==> src/hw/rtl/cpsb_pkg.sv <==
// Shared types, register indexes and helpers for the clipped palette sprite blitter.
package cpsb_pkg;

  // Default sizing of the block.
  localparam int unsigned MAX_DIM_DEF      = 2048;
  localparam int unsigned PALETTE_SIZE_DEF = 256;

  // Configuration port geometry.
  localparam int unsigned CFG_IDX_W  = 3;
  localparam int unsigned CFG_DATA_W = 12;

  // Register indexes.
  localparam logic [CFG_IDX_W-1:0] CFG_DEST_X         = 3'd0;
  localparam logic [CFG_IDX_W-1:0] CFG_DEST_Y         = 3'd1;
  localparam logic [CFG_IDX_W-1:0] CFG_PIC_WIDTH      = 3'd2;
  localparam logic [CFG_IDX_W-1:0] CFG_PIC_HEIGHT     = 3'd3;
  localparam logic [CFG_IDX_W-1:0] CFG_BUFFER_WIDTH   = 3'd4;
  localparam logic [CFG_IDX_W-1:0] CFG_BUFFER_HEIGHT  = 3'd5;
  localparam logic [CFG_IDX_W-1:0] CFG_EXPAND_PALETTE = 3'd6;

  // Command codes on the input channel.
  localparam logic CMD_LOAD  = 1'b0;
  localparam logic CMD_PIXEL = 1'b1;

  // Register file contents; dimensions are held already clamped.
  typedef struct packed {
    logic [11:0] dest_x;
    logic [11:0] dest_y;
    logic [11:0] pic_width;
    logic [11:0] pic_height;
    logic [11:0] buffer_width;
    logic [11:0] buffer_height;
    logic        expand_palette;
  } cfg_t;

  // Contents of the pipeline register between the clip stage and the result stage.
  typedef struct packed {
    logic        valid;
    logic        visible;
    logic [11:0] px;
    logic [11:0] py;
    logic [7:0]  index;
    logic        in_range;
    logic        done;
  } stage_t;

  // A zero dimension acts as one, and anything above the limit acts as the limit.
  function automatic logic [11:0] clamp_dim(input logic [11:0] v, input int unsigned max_dim);
    logic [12:0] lim;
    lim = 13'(max_dim);
    if (v == 12'd0) begin
      return 12'd1;
    end
    if ({1'b0, v} > lim) begin
      return lim[11:0];
    end
    return v;
  endfunction

endpackage

==> src/hw/rtl/cpsb_if.sv <==


interface cpsb_out_if;
  logic        valid;
  logic        ready;
  logic        write_enable;
  logic [21:0] write_address;
  logic [23:0] write_data;
  logic        picture_done;

  modport source(output valid, output write_enable, output write_address,
                 output write_data, output picture_done, input ready);
  modport sink(input valid, input write_enable, input write_address,
               input write_data, input picture_done, output ready);
endinterface

==> src/hw/rtl/cpsb_back.sv <==
// Address multiply, data selection and the result register.
module cpsb_back (
  input  logic             clk,
  input  logic             rst,
  input  cpsb_pkg::cfg_t   cfg,
  input  cpsb_pkg::stage_t stage,
  input  logic [23:0]      color,
  output logic             take,
  cpsb_out_if.source       frame
);
  import cpsb_pkg::*;

  logic [23:0] prod;
  logic [23:0] sum;
  logic [23:0] data_next;
  logic        load;

  assign take = !frame.valid || frame.ready;
  assign load = stage.valid && take;

  assign prod = 24'(stage.py) * 24'(cfg.buffer_width);
  assign sum  = prod + 24'(stage.px);

  always_comb begin
    if (!stage.visible) begin
      data_next = 24'd0;
    end else if (cfg.expand_palette) begin
      data_next = stage.in_range ? color : 24'd0;
    end else begin
      data_next = 24'(stage.index);
    end
  end

  always_ff @(posedge clk) begin
    if (rst) begin
      frame.valid <= 1'b0;
    end else if (take) begin
      frame.valid <= stage.valid;
    end
  end

  always_ff @(posedge clk) begin
    if (load) begin
      frame.write_enable  <= stage.visible;
      frame.write_address <= stage.visible ? sum[21:0] : 22'd0;
      frame.write_data    <= data_next;
      frame.picture_done  <= stage.done;
    end
  end

`ifndef NO_ASSERTIONS
  // A clipped pixel carries neither an address nor data.
  a_clip_zero: assert property (@(posedge clk) disable iff (rst)
    frame.valid && !frame.write_enable |->
      frame.write_address == 22'd0 && frame.write_data == 24'd0)
    else $error("clipped pixel carries a non-zero address or data");
`endif

endmodule

==> src/flat_wrapper.sv <==
// flat-port wrapper written by rule: the top's interface ports become plain ports
module cpsb_back_flat import cpsb_pkg::*;
  (clk, rst, cfg, stage, color, take, frame_valid, frame_write_enable, frame_write_address, frame_write_data, frame_picture_done, frame_ready);
  cpsb_out_if frame_i ();
  input  logic clk;
  input  logic rst;
  input  cpsb_pkg::cfg_t cfg;
  input  cpsb_pkg::stage_t stage;
  input  logic [23:0] color;
  output logic take;
  output wire logic [$bits(frame_i.valid)-1:0] frame_valid;
  output wire logic [$bits(frame_i.write_enable)-1:0] frame_write_enable;
  output wire logic [$bits(frame_i.write_address)-1:0] frame_write_address;
  output wire logic [$bits(frame_i.write_data)-1:0] frame_write_data;
  output wire logic [$bits(frame_i.picture_done)-1:0] frame_picture_done;
  input wire logic [$bits(frame_i.ready)-1:0] frame_ready;
  assign frame_valid = frame_i.valid;
  assign frame_write_enable = frame_i.write_enable;
  assign frame_write_address = frame_i.write_address;
  assign frame_write_data = frame_i.write_data;
  assign frame_picture_done = frame_i.picture_done;
  assign frame_i.ready = frame_ready;
  cpsb_back u_core (.clk(clk), .rst(rst), .cfg(cfg), .stage(stage), .color(color), .take(take), .frame(frame_i));
endmodule
==> config.mk <==
export PLATFORM = sky130hd
export DESIGN_NAME = cpsb_back_flat
export DESIGN_NICKNAME = d
export VERILOG_FILES = /design/src/hw/rtl/cpsb_pkg.sv /design/src/hw/rtl/cpsb_if.sv /design/src/hw/rtl/cpsb_back.sv /design/src/flat_wrapper.sv
export SDC_FILE = /design/constraint.sdc
export NUM_CORES = 1
export LEC_CHECK = 0
export ABC_CLOCK_PERIOD_IN_PS = 10600
export BUFFER_PORTS_ARGS = -buffer_cell sky130_fd_sc_hd__buf_2
export CAP_MARGIN = 5
export CORE_UTILIZATION = 59
export CTS_CLUSTER_DIAMETER = 200
export DETAILED_ROUTE_END_ITERATION = 8
export PLACE_DENSITY_LB_ADDON = 0.12
export SLEW_MARGIN = 20
export SYNTH_ARGS = -nofsm -noshare
export SYNTH_HDL_FRONTEND = slang
export SYNTH_SLANG_ARGS = --single-unit
==> constraint.sdc <==
create_clock -name clk -period 10.6 [get_ports clk]
set_input_delay 2.12 -clock clk [delete_from_list [all_inputs] [get_ports clk]]
set_output_delay 2.12 -clock clk [all_outputs]
set_load 0.1 [all_outputs]
Word-level counts from Yosys, hierarchy flattened
Index checks and enable logic that the tools add are counted.
{ "totals": {"regBits": 49, "in_bits": 136, "wordCells": 14} }
{ "classes": {"n_reduce_logical": 4, "addsub": 1, "n_mux": 2, "n_mul": 1} }
{ "ops": {"columns": ["op", "n"], "rows": [
  ["$add A22 B12 Y22", 1],
  ["$mul A12 B12 Y22", 1],
  ["$mux W8", 2],
  ["$reduce_and A3 Y1", 1],
  ["$logic_and A1 B1 Y1", 1],
  ["$logic_not A1 Y1", 1],
  ["$logic_or A1 B1 Y1", 1]
]} }

Depth between registers and ports, before layout
{ "depth": {"depth_word": 3, "ltp_mapped": 19, "depth_no_buf": 18} }

Least setup slack after synthesis
OpenSTA, ideal clock, no wires.
{ "synth_path": {"kind": "in2reg", "from": "input port stage[20] (netlist name)", "to": "register u_core.frame.write_address[21], data pin", "setup_time_ns": 0.147, "setup_slack_ns": 3.870, "t_required_ns": 10.453, "arrival_ns": 6.583, "stages": 18, "path_cell_list": "clkbuf_1 > and2_1 > fa_1 > inv_1 > fa_1 > inv_1 > fa_1 > fa_1 > inv_1 > fa_1 > inv_1 > ha_1 > a21oi_1 > nand2_1 > o21ai_0 > nor3_1 > or3_1 > a21oi_1"} }
{ "synth_between": {"elab_chain_len": 2} }
{ "synth_rtl": {"columns": ["item", "line", "rtl"], "rows": [
  ["from (decl)", "flat_wrapper.sv:8", "input cpsb_pkg::stage_t stage;"],
  ["$mul A12 B12 Y22", "cpsb_back.sv:21", "assign prod = 24'(stage.py) * 24'(cfg.buffer_width);"],
  ["$add A22 B12 Y22", "cpsb_back.sv:22", "assign sum = prod + 24'(stage.px);"],
  ["to (signal assigned)", "cpsb_back.sv:45", "frame.write_address <= stage.visible ? sum[21:0] : 22'd0;"],
  ["to (decl)", "cpsb_if.sv:11", "modport source(output valid, output write_enable, output write_address,"]
]} }
Every way passes these cells.
A chain may end at the register's enable or synchronous reset.

Final worst setup path
Ends and elaborated chain as after synthesis.

==> flow_summary.rst <==
.. list-table::
   :header-rows: 1

   * - Metric
     - Value
   * - Combinational share of power
     - 78.1%
   * - Category of the worst setup path capture point
     - register
   * - Met3 WL post-DR
     - 591 µm
   * - Slew at the pin closest to its max-slew limit
     - 0.7032 ns
   * - Final cycle utilization of the critical path
     - 66.42%
   * - Clock H-tree levels
     - 2
   * - Synth top area share
     - 32.09%
   * - Result of the run
     - finished, final reports clean
   * - Post-CTS Repair Setup Buffers
     - 0
   * - Number of stages on the worst hold path
     - 2
   * - Via count normalized by instance count
     - 5.251
   * - Root buffer cell
     - clkbuf_16
   * - Mapped Area
     - 6862 µm²
   * - Number of nets in the synthesized netlist
     - 1026
   * - Wire length on met1
     - 5624 µm
   * - Fraction of layout instances using a drive strength above 1
     - 16.91%
   * - Internal Dissipation
     - 1.026 mW
   * - Skew final
     - 0.006812 ns
   * - Register bit count reported by yosys
     - 49
   * - DR DRC count
     - 0
   * - Routed met2 length
     - 7891 µm
   * - Most common cell after layout, fill and taps aside
     - inv_1
   * - Net switching fraction of the power
     - 53.42%
   * - Total clock sinks
     - 49
   * - Setup tns final
     - 0 ns
   * - Area enclosed by the die boundary
     - 12060 µm²
   * - Worst-case clock buffer depth
     - 2
   * - Total number of vias
     - 5067
   * - Top area cells in the synthesized netlist
     - fa_1 32%, edfxtp_1 21%, ha_1 11%, and2_1 9.2%, inv_1 8.5%
   * - Synthesized area per cell
     - 9.530 µm²
   * - Highest routing layer actually used
     - met4
   * - Via count of the first global-routing pass
     - 5382
   * - Die H
     - 109.8 µm
   * - Synthesized instance count
     - 720
   * - Total wire length
     - 14310 µm
   * - ANT cells
     - 0
   * - Worst Setup Start Kind
     - primary input
   * - Highest-count cells in the layout ignoring fill and taps
     - 156 x inv_1, 125 x buf_2, 110 x fa_1
   * - Relative slew slack
     - 52.62%
   * - Switching power of the nets
     - 1.177 mW
   * - Highest net fanout along the worst path
     - 12
   * - Starting density of the core
     - 60.35%
   * - CTS Buf Count
     - 5
   * - Clock-pin slew of the registers on the worst-case setup and hold paths
     - 0.07 ns
   * - Start-to-end type of the worst setup path
     - primary input to register
   * - Peak supply drop
     - 258.1 µV
   * - Global-route wire length before repair
     - 23710 µm
   * - Fraction of power consumed by the clock network
     - 8.2%
   * - Detailed-placement wirelength estimate
     - 11680 µm
   * - Post-cts sizing count
     - 0
   * - Distinct cells, synth
     - 34
   * - Post-route antenna net violation count
     - 0
   * - Portion of the post-synthesis area used by sequential elements
     - 21.30%
   * - Worst Hold Margin
     - 0.5195 ns
   * - RSZ-0062 raised after global routing
     - no
   * - Final number of max-transition violations
     - 0
   * - Min-delay worst type
     - register to register
   * - # Max-Cap Violations
     - 0
   * - Count of routing violations after the opening detailed-route iteration
     - 203
   * - Area of the placeable core
     - 11370 µm²
   * - Data required time at the worst endpoint
     - 10.73 ns
   * - Number of buffers inserted by port buffering
     - 125
   * - Total global-route track usage
     - 25.48%
   * - Count of warnings emitted by yosys
     - 0
   * - Maximum number of pins on one net before global-route repair
     - 49
   * - Number of hold-slack violations in the final timing report
     - 0
   * - Per-cell routed wire length
     - 14.83 µm
   * - Worst reg-to-reg path cell count
     - 2
   * - Layout area overhead
     - 12.42%
   * - DRT Pass-1 Iters
     - 4
   * - P_leak
     - 3.913 nW
   * - Count of standard-cell rows
     - 39
   * - Power per cell area
     - 285.5 nW/µm²
   * - TritonCTS clock tree
     - yes
   * - Max Clock Freq
     - 0.1420 GHz
   * - Nets
     - 1127
   * - Horiz. Die Dim
     - 109.8 µm
   * - Initial antenna violation count
     - 0
   * - Arrival time of data at the critical path endpoint
     - 7.17 ns
   * - Final worst path period need
     - 7.041 ns
   * - Top-level port count
     - 186
   * - GPL Wtd Cong
     - 0.8425
   * - Clock latency at the later pin of the worst-skew pair
     - 0.28 ns
   * - Grt total ovfl
     - 0
   * - Number of hold buffers added after CTS
     - 0
   * - Library cell occupying the most area in the post-synthesis netlist
     - fa_1
   * - Sequential fraction of design power
     - 13.7%
   * - Setup violation total in the final timing report
     - 0
==> cell families after synthesis <==
logic type,Yosys count,synth area share [%]
AND/OR/NAND/NOR,237,17.76
buffers and inverters,187,10.34
adder cells (fa/ha/maj),170,43.03
AO/OA/AOI/OAI,60,5.343
flip-flops,49,21.30
XOR/XNOR,14,1.787
multiplexers,3,0.4377
==> cell type report <==
cell class,instances,area (µm²)
timing repair buffer,125,625.6
sequential,49,1461
fill,915,3656
clock inverter,3,43.79
clock buffer,5,125.1
tap,143,178.9
multi-input combinational,484,4693
inverter,156,585.6
==> cells in the mapped netlist <==
library cell / number
a211o_1: 1
a211oi_2: 1
a21boi_0: 3
a21o_1: 2
a21oi_1: 27
a32o_1: 1
and2_1: 101
and3_1: 4
buf_6: 1
clkbuf_1: 30
dfxtp_1: 1
edfxtp_1: 48
fa_1: 110
ha_1: 60
inv_1: 156
mux2i_1: 3
nand2_1: 79
nand2b_1: 6
nand3_1: 4
nand4_1: 1
nand4b_1: 1
nor2_1: 22
nor2b_1: 9
nor3_1: 7
o211ai_1: 3
o21a_1: 7
o21ai_0: 11
o21ai_1: 1
o21ba_2: 2
o21bai_1: 1
or2_2: 2
or3_1: 1
xnor2_1: 8
xor2_1: 6
==> worst max-delay path: stages <==
cell and delay [ns]:
buf_2 0.19, and2_1 0.19, fa_1 0.53, inv_1 0.05, fa_1 0.48, inv_1 0.05, fa_1 0.51, fa_1 0.55
inv_1 0.05, fa_1 0.48, inv_1 0.04, ha_1 0.34, a21oi_1 0.26, nand2_1 0.08, o21ai_0 0.56, nor3_1 0.17
or3_1 0.38, a21oi_1 0.15
==> stage by stage <==
| stage | area, µm² | utilization (%) | setup WS (ns) | instances | total power [mW] |
|---|---|---|---|---|---|
| 2_1_floorplan | 6862 | - | 3.870 | 720 | 1.720 |
| 3_3_place_gp | 7543 | 66.35 | 3.389 | 957 | 1.979 |
| 3_5_place_dp | 7543 | 66.35 | 3.334 | 957 | 2.018 |
| 4_1_cts | 7712 | 67.83 | 3.625 | 965 | 2.208 |
| 5_1_grt | 7714 | 67.84 | 3.243 | 965 | 2.436 |
| 6_report | 7714 | 67.84 | 3.559 | 965 | 2.203 |
==> routing by layer <==
| metal | vias up | GRT usage (%) |
|---|---|---|
| met5 | - | 0 |
| met4 | 0 | 4.667 |
| met3 | 20 | 3.557 |
| met2 | 132 | 49.87 |
| met1 | 2534 | 29.38 |
| li1 | 2381 | - |
==> power groups by stage <==
stage          clock, mW  combinational [mW]  sequential [mW]
2_1_floorplan          0                1.11            0.605
3_3_place_gp           0                1.68            0.304
3_5_place_dp           0                1.71            0.306
4_1_cts            0.182                1.72            0.302
5_1_grt            0.187                1.94            0.306
6_report           0.180                1.72            0.301
==> worst paths after layout <==
check / from / endpoint / slack, ns
setup reg to reg: u_core.frame.valid / u_core.frame.write_address[16] / 9.23
setup / recovery: stage[20] / u_core.frame.write_address[21] / 3.56
hold reg to reg: u_core.frame.valid / u_core.frame.valid / 0.52
hold / removal: u_core.frame.valid / u_core.frame.valid / 0.52
==> registers in the layout, indices dropped and copies added (netlist names) <==
name / cells
u_core.frame.valid: 1
u_core.frame.picture_done: 1
u_core.frame.write_data: 24
u_core.frame.write_address: 22
u_core.frame.write_enable: 1
(Power assumes the default switching activity.)
