--- config.mk ---
export PLATFORM = sky130hd
export DESIGN_NAME = cpsb_regs
export DESIGN_NICKNAME = d
export VERILOG_FILES = /design/src/hw/rtl/cpsb_pkg.sv /design/src/hw/rtl/cpsb_regs.sv
export SDC_FILE = /design/constraint.sdc
export NUM_CORES = 1
export LEC_CHECK = 0
export BUFFER_PORTS_ARGS = -buffer_cell sky130_fd_sc_hd__buf_2
export CAP_MARGIN = 10
export CELL_PAD_IN_SITES_DETAIL_PLACEMENT = 1
export CELL_PAD_IN_SITES_GLOBAL_PLACEMENT = 1
export CORE_MARGIN = 2
export CORE_UTILIZATION = 30
export CTS_BUF_LIST = sky130_fd_sc_hd__clkbuf_16
export DETAILED_ROUTE_END_ITERATION = 10
export GPL_TIMING_DRIVEN = 0
export PLACE_DENSITY = 0.73
export SETUP_SLACK_MARGIN = 0.5
export SLEW_MARGIN = 40
export SYNTH_ARGS = -nofsm -noshare
export SYNTH_HDL_FRONTEND = slang
export SYNTH_SLANG_ARGS = --single-unit
--- constraint.sdc ---
create_clock -name clk -period 1.15 [get_ports clk]
set_input_delay 0.0575 -clock clk [delete_from_list [all_inputs] [get_ports clk]]
set_output_delay 0.0575 -clock clk [all_outputs]
set_load 0.02 [all_outputs]
--- src/hw/rtl/cpsb_pkg.sv ---
// Shared types, register indexes and helpers for the clipped palette sprite blitter.
package cpsb_pkg;

  // Default sizing of the block.
  localparam int unsigned MAX_DIM_DEF      = 2048;
  localparam int unsigned PALETTE_SIZE_DEF = 256;

  // Configuration port geometry.
  localparam int unsigned CFG_IDX_W  = 3;
  localparam int unsigned CFG_DATA_W = 12;

  // Register indexes.
  localparam logic [CFG_IDX_W-1:0] CFG_DEST_X         = 3'd0;
  localparam logic [CFG_IDX_W-1:0] CFG_DEST_Y         = 3'd1;
  localparam logic [CFG_IDX_W-1:0] CFG_PIC_WIDTH      = 3'd2;
  localparam logic [CFG_IDX_W-1:0] CFG_PIC_HEIGHT     = 3'd3;
  localparam logic [CFG_IDX_W-1:0] CFG_BUFFER_WIDTH   = 3'd4;
  localparam logic [CFG_IDX_W-1:0] CFG_BUFFER_HEIGHT  = 3'd5;
  localparam logic [CFG_IDX_W-1:0] CFG_EXPAND_PALETTE = 3'd6;

  // Command codes on the input channel.
  localparam logic CMD_LOAD  = 1'b0;
  localparam logic CMD_PIXEL = 1'b1;

  // Register file contents; dimensions are held already clamped.
  typedef struct packed {
    logic [11:0] dest_x;
    logic [11:0] dest_y;
    logic [11:0] pic_width;
    logic [11:0] pic_height;
    logic [11:0] buffer_width;
    logic [11:0] buffer_height;
    logic        expand_palette;
  } cfg_t;

  // Contents of the pipeline register between the clip stage and the result stage.
  typedef struct packed {
    logic        valid;
    logic        visible;
    logic [11:0] px;
    logic [11:0] py;
    logic [7:0]  index;
    logic        in_range;
    logic        done;
  } stage_t;

  // A zero dimension acts as one, and anything above the limit acts as the limit.
  function automatic logic [11:0] clamp_dim(input logic [11:0] v, input int unsigned max_dim);
    logic [12:0] lim;
    lim = 13'(max_dim);
    if (v == 12'd0) begin
      return 12'd1;
    end
    if ({1'b0, v} > lim) begin
      return lim[11:0];
    end
    return v;
  endfunction

endpackage

--- src/hw/rtl/cpsb_regs.sv ---
// Configuration register file with dimension clamping on write.
module cpsb_regs #(
  parameter int unsigned MAX_DIM = cpsb_pkg::MAX_DIM_DEF
) (
  input  logic                             clk,
  input  logic                             rst,
  input  logic                             cfg_we,
  input  logic [cpsb_pkg::CFG_IDX_W-1:0]   cfg_index,
  input  logic [cpsb_pkg::CFG_DATA_W-1:0]  cfg_data,
  output cpsb_pkg::cfg_t                   cfg
);
  import cpsb_pkg::*;

  always_ff @(posedge clk) begin
    if (rst) begin
      cfg.dest_x         <= 12'd0;
      cfg.dest_y         <= 12'd0;
      cfg.pic_width      <= 12'd1;
      cfg.pic_height     <= 12'd1;
      cfg.buffer_width   <= clamp_dim(12'd320, MAX_DIM);
      cfg.buffer_height  <= clamp_dim(12'd240, MAX_DIM);
      cfg.expand_palette <= 1'b1;
    end else if (cfg_we) begin
      case (cfg_index)
        CFG_DEST_X:         cfg.dest_x         <= cfg_data;
        CFG_DEST_Y:         cfg.dest_y         <= cfg_data;
        CFG_PIC_WIDTH:      cfg.pic_width      <= clamp_dim(cfg_data, MAX_DIM);
        CFG_PIC_HEIGHT:     cfg.pic_height     <= clamp_dim(cfg_data, MAX_DIM);
        CFG_BUFFER_WIDTH:   cfg.buffer_width   <= clamp_dim(cfg_data, MAX_DIM);
        CFG_BUFFER_HEIGHT:  cfg.buffer_height  <= clamp_dim(cfg_data, MAX_DIM);
        CFG_EXPAND_PALETTE: cfg.expand_palette <= cfg_data[0];
        default: begin
        end
      endcase
    end
  end

`ifndef NO_ASSERTIONS
  // The clamp must never leave a zero picture width behind a write.
  a_width_nonzero: assert property (@(posedge clk) disable iff (rst)
    cfg_we && cfg_index == CFG_PIC_WIDTH |=> cfg.pic_width != 12'd0)
    else $error("picture width register holds zero after a write");
`endif

endmodule

# Word-level counts from Yosys, hierarchy flattened
# Index checks and enable logic that the tools add are counted.
# totals
ff_bits,73
in_bits,18
out_inout_bits,73
word_cells,63
# classes
order_cmp,1
eq_ne,6
muxes,40
reduce_logical,9
# ops
operator,n
$mux 12,10
$mux 1,30
$reduce_and 2->1,7
$gt 12x12->1 const B,1
$logic_not 12->1,1
$eq 3x3->1 const B,3
$eq 3x2->1 const B,2
$eq 3x1->1 const B,1
$logic_not 3->1,1

# Logic depth before layout (Yosys ltp)
# Gate-level depths: netlist (run 1).
# depth
word_depth,11
mapped_depth,5

# Worst setup path before layout (run 1)
# No wires, ideal clock.
# synth_path
path_kind,input to register
from,input cfg_index[1] (netlist name)
to,register cfg[62] (netlist name)
setup_time_ns,0.132
t_arrival_ns,0.901
path_slack_ns,0.117
stages,4
n_path_buf,1
cell_sequence,or4b_1 > buf_2 > nand2_1 > a21oi_1
# synth_between
elab_chain_len,2
# synth_lines
element,line,text
start: declaration,cpsb_regs.sv:8,"input logic [cpsb_pkg::CFG_IDX_W-1:0] cfg_index,"
$logic_not 3->1,cpsb_regs.sv:24,case (cfg_index)
$reduce_and 2->1 (no line),-,
end: declaration,cpsb_regs.sv:10,output cpsb_pkg::cfg_t cfg
# No other way between the ends.
# A chain may end at the register's enable or synchronous reset.

# Final worst setup path (run 1)
# layout_path
from,input cfg_index[0] (netlist name)
to,register cfg[1] (netlist name)
# layout_between
elab_chain_len,2
# layout_lines
element
$eq 3x3->1
$reduce_and 2->1 (no line)
# No other way between the ends.

==> results.md, run 1 <==
* Number of synthesized flops with an enable pin at 0
* Slew margin rel. at 57.9%
* Total gr overflow at 0
* Final net count at 538
* Leakage at 2.56 nW
* Max-slew violations at 0
* Rows at 35
* 1st-pass router iterations at 4
* Synth async-reset ratio at 0%
* Starting Density at 30.6%
* Proportion of layout cells with a drive suffix above 1 at 79.4%
* Max stage delay cell, worst path: nand4b_1
* Drt drc at 0
* Netlist cell types at 25
* RSZ-0062 raised after global routing: true
* Max incr delay on CP at 0.29 ns
* HPWL Detailed at 6.99 mm
* Die Height at 101 um
* Worst-Skew Late Latency at 0.34 ns
* Count of buffer and inverter cells on the critical path at 5
* CP arrival at 1.23 ns
* Hold path start: cfg_data[7]
* # diodes at 0
* WP data required at 1.39 ns
* Reg with most FFs: cfg
* Area grow syn2layout at 114%
* Pin count of the biggest net entering global routing at 14
* Total Routing Usage GR at 27.3%
* Post-layout util at 65.3%
* FF-to-FF Start: cfg[70]
* Crit start category: input port
* Crit path capture type: flop
* Crit path time final at 0.991 ns
* Total CTS buffers at 9
* Synthesized Nets at 361
* Hold Path Class: in -> reg
* Yosys Warn Count at 0
* Worst hold stages at 3
* Number of flip-flops in the largest register at 73
* CP top delay family: buffers and inverters
* Final period utilization at 86.1%
* Syn Std Cell Area at 0.00280 mm^2
* Number of DRC markers in iteration 0 at 152
* Antenna Nets Post-Route at 0
* Worst Hold Endpoint: cfg[56]
* Worst r2r dst: cfg[70]
* Port Buffers at 90
* Hold WS at -0.0195 ns
* Placed cell area at 0.00360 mm^2
* CP max FO at 5
* Routability cong. at 0.763
* PwrDens at 1160 mW/mm^2
* I/O pins at 91
* Clock Path Buffers at 2
* Final hold violation count at 3
* Core area at 0.00915 mm^2
* Die Area at 0.0101 mm^2
* Status: complete, but fails checks
* Clock skew at 0 ns
* DIE WIDTH at 101 um
* Biggest regs: cfg (73)
* Clock-pin slew on the worst setup and hold paths at 0.07 ns
* CTS sink cnt at 73
* Synthesized instance count at 343
* CTS tree: done
* Cells on worst reg2reg path at 4
* Detailed-route wire length per cell at 25.3 um
* Synth Flop Type: dfxtp_1
* First-pass GRT wire length at 20.6 mm
* Max-cap violations at 0
* Highest clock rate at 1010 MHz
* Failing checks: negative hold slack
* Most frequent CP cell: buf_6
* Root buffer cell: clkbuf_16
* DRT Wirelength at 16.1 mm
* Kind of critical path: in -> reg
* Worst-Margin Slew at 0.631 ns
* Register area share after synthesis at 52.3%
* Final setup viols at 0
* Syn Area/Cell at 8.15 um^2
* Worst reg2reg setup slack at 0.31 ns
* H-tree Lvls at 3
* Register bit total from synthesis at 73
* Cells along the critical path: buf_8, buf_6, buf_6, buf_8, nand4b_1, buf_6, o31ai_2
* Maximum vdd ir drop at 700 uV
* Total vias in the final route at 3,445
* Vias in the first global route at 3,542
* Design Area, Final at 0.00597 mm^2
* Vias per cell at 5.42
* Initial antenna violation count at 0
* Cts hold-fix bufs at 2
-- cell families after synthesis --
| group | Yosys count | share of synthesized area [%] |
|---|---|---|
| DFF | 73 | 52.3 |
| buffers and inverters | 27 | 4.79 |
| and+or+nand+nor | 168 | 29.0 |
| AOI/OAI and AO/OA | 75 | 13.9 |
-- cell type report --
type / count / area [um^2]
timing repair buffer: 166 / 1750
sequential: 73 / 1550
clock buffer: 9 / 225
inverter: 2 / 7.51
multi-input combinational: 243 / 1890
fill: 929 / 3180
buffer: 25 / 292
tap: 111 / 139
clock inverter: 7 / 118
-- worst max path at each step --
stage | from | to | slack (ns) | depth (start not counted)
final | cfg_index[0] | cfg[1] | 0.16 | 7
after global placement | rst | cfg[71] | -0.10 | 4
after global routing | cfg_index[1] | cfg[65] | 0.14 | 6
after floorplan | cfg_index[2] | cfg[62] | 0.18 | 4
after CTS | cfg[39] | cfg[39] | 0.28 | 1
after detailed placement | rst | cfg[14] | -0.20 | 4
-- worst min-delay path, cell delays in order --
cell and delay, ns:
buf_6 0.12, nand2_2 0.07, a21oi_2 0.04
-- cell usage after synthesis (2+ instances only) --
cell type    n  area [um^2]
buf_4        5         37.5
buf_2        8         40.0
nor4_1       3         18.8
and4b_1      2         20.0
clkbuf_1     9         33.8
inv_1        2         7.51
clkbuf_2     3         15.0
o31ai_1      2         15.0
nand2_1    128          480
and4bb_2     3         37.5
a21oi_1     60          300
nand4b_1     3         26.3
dfxtp_1     73         1460
o21ai_0      9         45.0
nor2b_1     10         62.6
nand4bb_1    3         33.8
nand3b_1    12         90.1
-- layer usage --
metal,wire (um),GRT usage (%)
met1,6130,31.4
met2,8420,49.7
met3,924,5.83
met4,588,10.0
met5,0,0
-- through the flow --
| step | cells | TNS, ns | hold slack [ns] | power (mW) | setup slack [ns] |
|---|---|---|---|---|---|
| 5_1_grt | 636 | 0 | -0.0134 | 7.10 | 0.141 |
| 3_5_place_dp | 544 | -3.91 | 0.363 | 3.17 | -0.200 |
| 3_3_place_gp | 544 | -1.79 | 0.350 | 3.16 | -0.101 |
| 2_1_floorplan | 343 | 0 | 0.194 | 2.96 | 0.178 |
| 6_report | 636 | 0 | -0.0195 | 6.94 | 0.159 |
| 4_1_cts | 603 | 0 | -0.0244 | 6.66 | 0.279 |
-- where the power goes --
group	internal (mW)	leakage, nW	switching (mW)
combinational	0.453	1.78	0.529
sequential	2.58	0.618	0.0448
clock	2.12	0.163	1.21
-- cells in the final DEF (no fill, tap or decap), types with 4 or more instances in the layout --
cell type	netlist	routed
nor2b_2	0	4
buf_6	0	110
buf_12	0	4
nor2b_4	0	4
a21oi_2	0	47
buf_2	8	6
a21oi_1	60	12
nand2_1	128	65
o21ai_2	0	5
o21ai_1	1	5
clkbuf_2	3	5
nand3b_1	12	12
nand2_2	0	35
dfxtp_2	0	73
nand2_4	0	28
buf_8	0	13
clkbuf_16	0	13
buf_4	5	43
-- timing repair --
action                                  4_1_cts  5_1_grt
gates cloned                                 13        2
resized for setup                           346      135
endpoints found under the setup margin      146      146
buffers inserted                             28       31
pin swaps                                    57       48
endpoints found under the hold margin         6        4
(Power assumes the default switching activity.)
==> run 2: changes to the inputs <==
--- a/config.mk
+++ b/config.mk
@@ -9,6 +9,7 @@
 export CAP_MARGIN = 10
 export CELL_PAD_IN_SITES_DETAIL_PLACEMENT = 1
 export CELL_PAD_IN_SITES_GLOBAL_PLACEMENT = 1
+export CORE_ASPECT_RATIO = 0.9
 export CORE_MARGIN = 2
 export CORE_UTILIZATION = 30
 export CTS_BUF_LIST = sky130_fd_sc_hd__clkbuf_16
==> run 2 against run 1 <==
  * The run still ends with negative hold slack left
  * Non-clock buffer count down 2
  * Via count shrank 3.4%
  * Maximum frequency grew 4.7%
  * Global-route usage fell by 3.0 points
  * Highest routed layer is now met5
  * Final cell count is 1.4% higher
  * Critical path depth did not move
  * Largest power group unchanged
  * Die area is essentially flat
==> results.md, run 2 (synthesized netlist as in run 1, its figures left out) <==
* Status: complete, but fails checks
* Failing checks: negative hold slack
* Hold path start: cfg_data[5]
* CP max FO at 5 (unchanged)
* Highest clock rate at 1060 MHz (+4.7%)
* Final hold violation count at 2 (-1)
* Kind of critical path: in -> reg
* Worst-Margin Slew at 0.737 ns (+0.106 ns)
* Number of flip-flops in the largest register at 73 (unchanged)
* Drt drc at 0 (unchanged)
* RSZ-0062 raised after global routing: true
* Clock Path Buffers at 2 (unchanged)
* WP data required at 1.38 ns (about the same)
* Crit. Startpoint: cfg_index[1]
* Antenna Nets Post-Route at 0 (unchanged)
* Fin cells at 645 (+1.4%)
* Leakage at 2.51 nW (-1.9%)
* Number of DRC markers in iteration 0 at 89 (-41%)
* Max incr delay on CP at 0.37 ns (+0.08 ns)
* CTS tree: done
* Total vias in the final route at 3,328 (-3.4%)
* Total CTS buffers at 9 (unchanged)
* Most frequent cells in the layout: 108 x buf_6, 72 x dfxtp_2, 70 x nand2_1
* Max-slew violations at 0 (unchanged)
* Biggest regs: cfg (73)
* Cells along the critical path: buf_8, buf_6, buf_8, and4bb_2, buf_4, nand2_1, o21ai_1
* Starting Density at 30.8% (+0.23 points)
* Placed Cells at 555 (+2.0%)
* Proportion of layout cells with a drive suffix above 1 at 77.1% (-2.4 points)
* Final setup viols at 0 (unchanged)
* Crit path time final at 0.947 ns (-0.0441 ns)
* H-tree Lvls at 3 (unchanged)
* Crit path capture type: flop
* FF-to-FF Start: cfg[13]
* Max stage delay cell, worst path: and4bb_2
* Vias per cell at 5.16 (-4.7%)
* FF+latch area at 0.00156 mm^2 (+0.16%)
* Most frequent CP cell: buf_8
* Root buffer cell: clkbuf_16
* 1st-pass router iterations at 4 (unchanged)
* Clock skew at 0 ns (unchanged)
* Detailed-route wire length per cell at 22.6 um (-11%)
* Worst hold stages at 3 (unchanged)
* Die Height at 95.6 um (-4.9%)
* DIE WIDTH at 106 um (+5.2%)
* Final period utilization at 82.3% (-3.8 points)
* Max-cap violations at 0 (unchanged)
* Maximum vdd ir drop at 615 uV (-12%)
* Pin count of the biggest net entering global routing at 12 (-2)
* Final net count at 536 (-0.37%)
* Hold Path Class: in -> reg
* I/O pins at 91 (unchanged)
* Fill cells at 948 (+2.0%)
* Cts hold-fix bufs at 3 (+1)
* Slew margin rel. at 50.8% (-7.2 points)
* Worst Hold Endpoint: cfg[66]
* Reg with most FFs: cfg
* PwrDens at 1090 mW/mm^2 (-6.5%)
* Area taken by multi-input logic gates at 0.00187 mm^2 (-1.1%)
* Commonest non-fill, non-tap cell in the layout: buf_6
* Area grow syn2layout at 108%
* Worst reg2reg setup slack at 0.31 ns (about the same)
* Die Area at 0.0101 mm^2 (about the same)
* Routability cong. at 0.792 (+3.8%)
* Clock-pin slew on the worst setup and hold paths at 0.06 ns (about the same)
* Total gr overflow at 0 (unchanged)
* CTS sink cnt at 73 (unchanged)
* Core area at 0.00908 mm^2 (-0.75%)
* HPWL Detailed at 6.71 mm (-3.9%)
* Crit start category: input port
* Rows at 33 (-5.7%)
* Initial antenna violation count at 1 (+1)
* Port Buffers at 90 (unchanged)
* Vias in the first global route at 3,371 (-4.8%)
* Worst-Skew Late Latency at 0.34 ns (about the same)
* Hold WS at -0.0169 ns (+0.00261 ns)
* # diodes at 0 (unchanged)
* First-pass GRT wire length at 18.4 mm (-11%)
* Total negative setup slack at 0 ns (unchanged)
* Total power at 6.31 mW (-9.1%)
* Worst r2r dst: cfg[13]
* CP arrival at 1.18 ns (-0.05 ns)
* Total Routing Usage GR at 24.3% (-3.0 points)
* DRT Wirelength at 14.6 mm (-9.4%)
* Cells on worst reg2reg path at 4 (unchanged)
## run 2: worst max-delay path: cells and delay by family
family                 cells  cell delay [ns]
AO/OA/AOI/OAI              1             0.23
buffers and inverters      4             0.46
AND/OR/NAND/NOR            2             0.42
## run 2: cell type report
class	instances	area share [%]
inverters	2	0.129
clock inverters	7	0.927
repair buffers	164	28.6
plain buffers	25	4.83
multi-input cells	243	32.3
flip-flops and latches	73	26.8
well taps	122	2.63
clock buffers	9	3.88
## run 2: power by group
part	total [mW]	internal (mW)	leakage (nW)	switching (mW)
Sequential	2.63	2.58	0.619	0.0423
Clock	2.76	1.64	0.144	1.13
Combinational	0.920	0.422	1.75	0.498
Total	6.31	4.65	2.51	1.67
## run 2: what timing repair did
| item | in CTS | in global routing |
|---|---|---|
| endpoints found under the hold margin | 8 | 1 |
| cloned | 10 | 1 |
| resized for setup | 328 | 128 |
| endpoints found under the setup margin | 146 | 146 |
| pin swaps | 47 | 57 |
| buffers inserted | 26 | 34 |
## run 2: how the worst max path moves through the flow
stage | endpoint | cells after the start
detailed placement | cfg[11] | 4
CTS | cfg[22] | 1
global placement | cfg[10] | 4
finish | cfg[16] | 7
floorplan | cfg[62] | 4
global route | cfg[22] | 7
## run 2: stage by stage
step | hold WS, ns | setup WS [ns] | util [%] | cell area (um^2)
after CTS | -0.0140 | 0.287 | 56.0 | 5080
final | -0.0169 | 0.203 | 63.9 | 5810
after global placement | 0.349 | -0.114 | 39.7 | 3610
after floorplan | 0.194 | 0.178 | - | 3010
after global routing | -0.0212 | 0.201 | 63.9 | 5810
after detailed placement | 0.359 | -0.207 | 39.7 | 3610
## run 2: per-layer routing
layer  routed length [um]  vias up  part of all wire, %  GRT usage (%)
li1                     -     1497                    -              -
met1                 5730     1663                   39           27.4
met2                 7570      132                   52           44.7
met3                  785       34                  5.4           7.31
met4                  450        2                  3.1           6.91
met5                   13        -                0.089              0
==> run 3: changes to the inputs <==
--- a/config.mk
+++ b/config.mk
@@ -15,7 +15,7 @@
 export CTS_BUF_LIST = sky130_fd_sc_hd__clkbuf_16
 export DETAILED_ROUTE_END_ITERATION = 10
 export GPL_TIMING_DRIVEN = 0
-export PLACE_DENSITY = 0.73
+export PLACE_DENSITY = 0.75
 export SETUP_SLACK_MARGIN = 0.5
 export SLEW_MARGIN = 40
 export SYNTH_ARGS = -nofsm -noshare
==> constraint.sdc (replaced) <==
create_clock -name clk -period 0.8 [get_ports clk]
set_input_delay 0.04 -clock clk [delete_from_list [all_inputs] [get_ports clk]]
set_output_delay 0.04 -clock clk [all_outputs]
set_load 0.02 [all_outputs]
==> run 3 against run 2 <==
  * The run ends with negative hold slack, negative setup slack left
  * Flip-flop and latch count did not move
  * Final area is 4.8% higher
  * Power up 51%
  * Sequential share of layout area grew 1.7 points
  * Worst setup slack lost 0.28 ns
  * Via count increased by 1.9%
  * Sequential power grew 36%
  * Die area did not move
  * Register-to-register slack got worse by 0.34 ns
  * Critical path depth fell by 6
  * Count of clock-buffer cells in the layout unchanged
  * Largest cell class unchanged
  * Largest power group unchanged
==> results.md, run 3 (synthesized netlist as in run 1, its figures left out) <==
* Number of DRC markers in iteration 0 at 146 (+64%)
* Total Routing Usage GR at 26.9% (+2.6 points)
* Routability cong. at 0.792 (about the same)
* # diodes at 0 (unchanged)
* I/O pins at 91 (unchanged)
* CP arrival at 0.84 ns (-0.34 ns)
* PwrDens at 1570 mW/mm^2 (+45%)
* Rows at 33 (unchanged)
* Total negative setup slack at -5.14 ns (-5.14 ns)
* Highest clock rate at 1140 MHz
* Count of buffer and inverter cells on the critical path at 1 (-3)
* CP top delay family: flip-flops
* Total vias in the final route at 3,391 (+1.9%)
* Status: complete, but fails checks
* First-pass GRT wire length at 20.2 mm (+10%)
* Die Area at 0.0101 mm^2 (unchanged)
* CTS tree: done
* H-tree Lvls at 3 (unchanged)
* Port Buffers at 90 (unchanged)
* Crit path time final at 0.880 ns
* WP data required at 0.76 ns (-0.62 ns)
* DIE WIDTH at 106 um (unchanged)
* Hold WS at -0.0582 ns (-0.0414 ns)
* Max incr delay on CP at 0.36 ns (about the same)
* RSZ-0062 raised after global routing: true
* Core area at 0.00908 mm^2 (unchanged)
* Clock Path Buffers at 2 (unchanged)
* Final net count at 530 (-1.1%)
* Crit. Startpoint: cfg[20]
* Maximum vdd ir drop at 1530 uV (+150%)
* Leakage at 2.41 nW (-3.8%)
* Crit path capture type: output pin
* Slew margin rel. at 65.5% (+15 points)
* Drt drc at 0 (unchanged)
* Worst-Margin Slew at 0.516 ns (-0.221 ns)
* Initial antenna violation count at 0 (-1)
* Max-slew violations at 0 (unchanged)
* Total CTS buffers at 9 (unchanged)
* DRT Wirelength at 15.9 mm (+9.1%)
* Number of flip-flops in the largest register at 73 (unchanged)
* Failing checks: negative hold slack, negative setup slack
* Vias per cell at 5.31 (+2.8%)
* Vias in the first global route at 3,461 (+2.7%)
* Detailed-route wire length per cell at 24.9 um (+10%)
* Commonest non-fill, non-tap cell in the layout: buf_6
* Hold Path Class: in -> reg
* Max stage delay cell, worst path: dfxtp_4
* Area grow syn2layout at 118%
* Pin count of the biggest net entering global routing at 15 (+3)
* Final setup viols at 101 (+101)
* Worst slack at placement at -0.514 ns (-0.307 ns)
* Max-cap violations at 0 (unchanged)
* Worst reg2reg setup slack at -0.03 ns (-0.34 ns)
* Total gr overflow at 0 (unchanged)
* Biggest regs: cfg (73)
* Final hold violation count at 12 (+10)
* HPWL Detailed at 6.88 mm (+2.5%)
* Starting Density at 30.8% (unchanged)
* Proportion of layout cells with a drive suffix above 1 at 83.9% (+6.9 points)
* Crit start category: flop
* CP max FO at 2 (-3)
* FF-to-FF Start: cfg[0]
* Worst r2r dst: cfg[0]
* Clock skew at 0 ns (unchanged)
* Final period utilization at 110%
* Cells on worst reg2reg path at 2 (-2)
* Crit. path cell count at 1 (-6)
* Reg with most FFs: cfg
* Kind of critical path: reg -> out
* Cells along the critical path: buf_6
* Worst-Skew Late Latency at 0.34 ns (about the same)
* Clock-pin slew on the worst setup and hold paths at 0.07 ns (about the same)
* Die Height at 95.6 um (unchanged)
* CTS sink cnt at 73 (unchanged)
* 1st-pass router iterations at 4 (unchanged)
* Most frequent cells in the layout: 109 x buf_6, 73 x dfxtp_4, 57 x nand2_2
* Setup ws final at -0.0801 ns (-0.283 ns)
* Root buffer cell: clkbuf_16
* CP endpoint: cfg[20]
* Antenna Nets Post-Route at 0 (unchanged)
-- run 3: cell count changes in the layout (fill, tap and decap cells not counted), sizes merged --
| cell | change |
|---|---|
| buf | -2 |
| bufinv | +1 |
| clkbuf | -1 |
| clkinv | -4 |
| clkinvlp | +2 |
| dlygate4sd3 | -3 |
| inv | +1 |
-- run 3: worst min-delay path by stage --
| stage | start | cells past startpoint | to | slack, ns |
|---|---|---|---|---|
| 2_1_floorplan | cfg_data[1] | 2 | cfg[50] | 0.17 |
| 3_3_place_gp | cfg_data[9] | 3 | cfg[58] | 0.32 |
| 3_5_place_dp | cfg_data[9] | 3 | cfg[70] | 0.34 |
| 4_1_cts | cfg_data[9] | 3 | cfg[70] | -0.06 |
| 5_1_grt | cfg_data[9] | 3 | cfg[70] | -0.06 |
| 6_report | cfg_data[9] | 3 | cfg[70] | -0.06 |
-- run 3: layout make-up --
class | instances | area, um^2
timing repair buffer | 158 | 1660
buffer | 25 | 278
fill | 909 | 3000
multi-input combinational | 243 | 1930
clock inverter | 7 | 101
sequential | 73 | 1740
tap | 122 | 153
clock buffer | 9 | 225
inverter | 2 | 7.51
-- run 3: report_power, final --
part | total, mW | switching, mW | internal, mW
clock | 4.60 | 1.83 | 2.77
sequential | 3.57 | 0.0628 | 3.50
combinational | 1.39 | 0.756 | 0.639
total | 9.56 | 2.65 | 6.91
-- run 3: metal layers --
layer  track usage [%]  up-vias  share of wire [%]
met2              49.8      149                 53
met1              30.1     1706                 38
met4              10.7        0                3.7
met3              6.08       44                5.6
li1                  -     1492                  -
met5                 0        -                  0
-- run 3: what timing repair did --
item                       in CTS  in global routing
setup endpoints to repair     146                146
buffers inserted               27                 27
cloned                         13                  1
pin swaps                      69                 42
hold endpoints to repair       13                 11
resized for setup             326                 91
-- run 3: stage by stage --
step	cells	hold slack, ns	util [%]	instance area, um^2	total power [mW]
2_1_floorplan	343	0.166	-	3280	4.06
3_3_place_gp	555	0.321	42.7	3880	4.34
3_5_place_dp	555	0.336	42.7	3880	4.36
4_1_cts	611	-0.0560	61.0	5540	9.22
5_1_grt	639	-0.0579	67.0	6080	9.79
6_report	639	-0.0582	67.0	6080	9.56
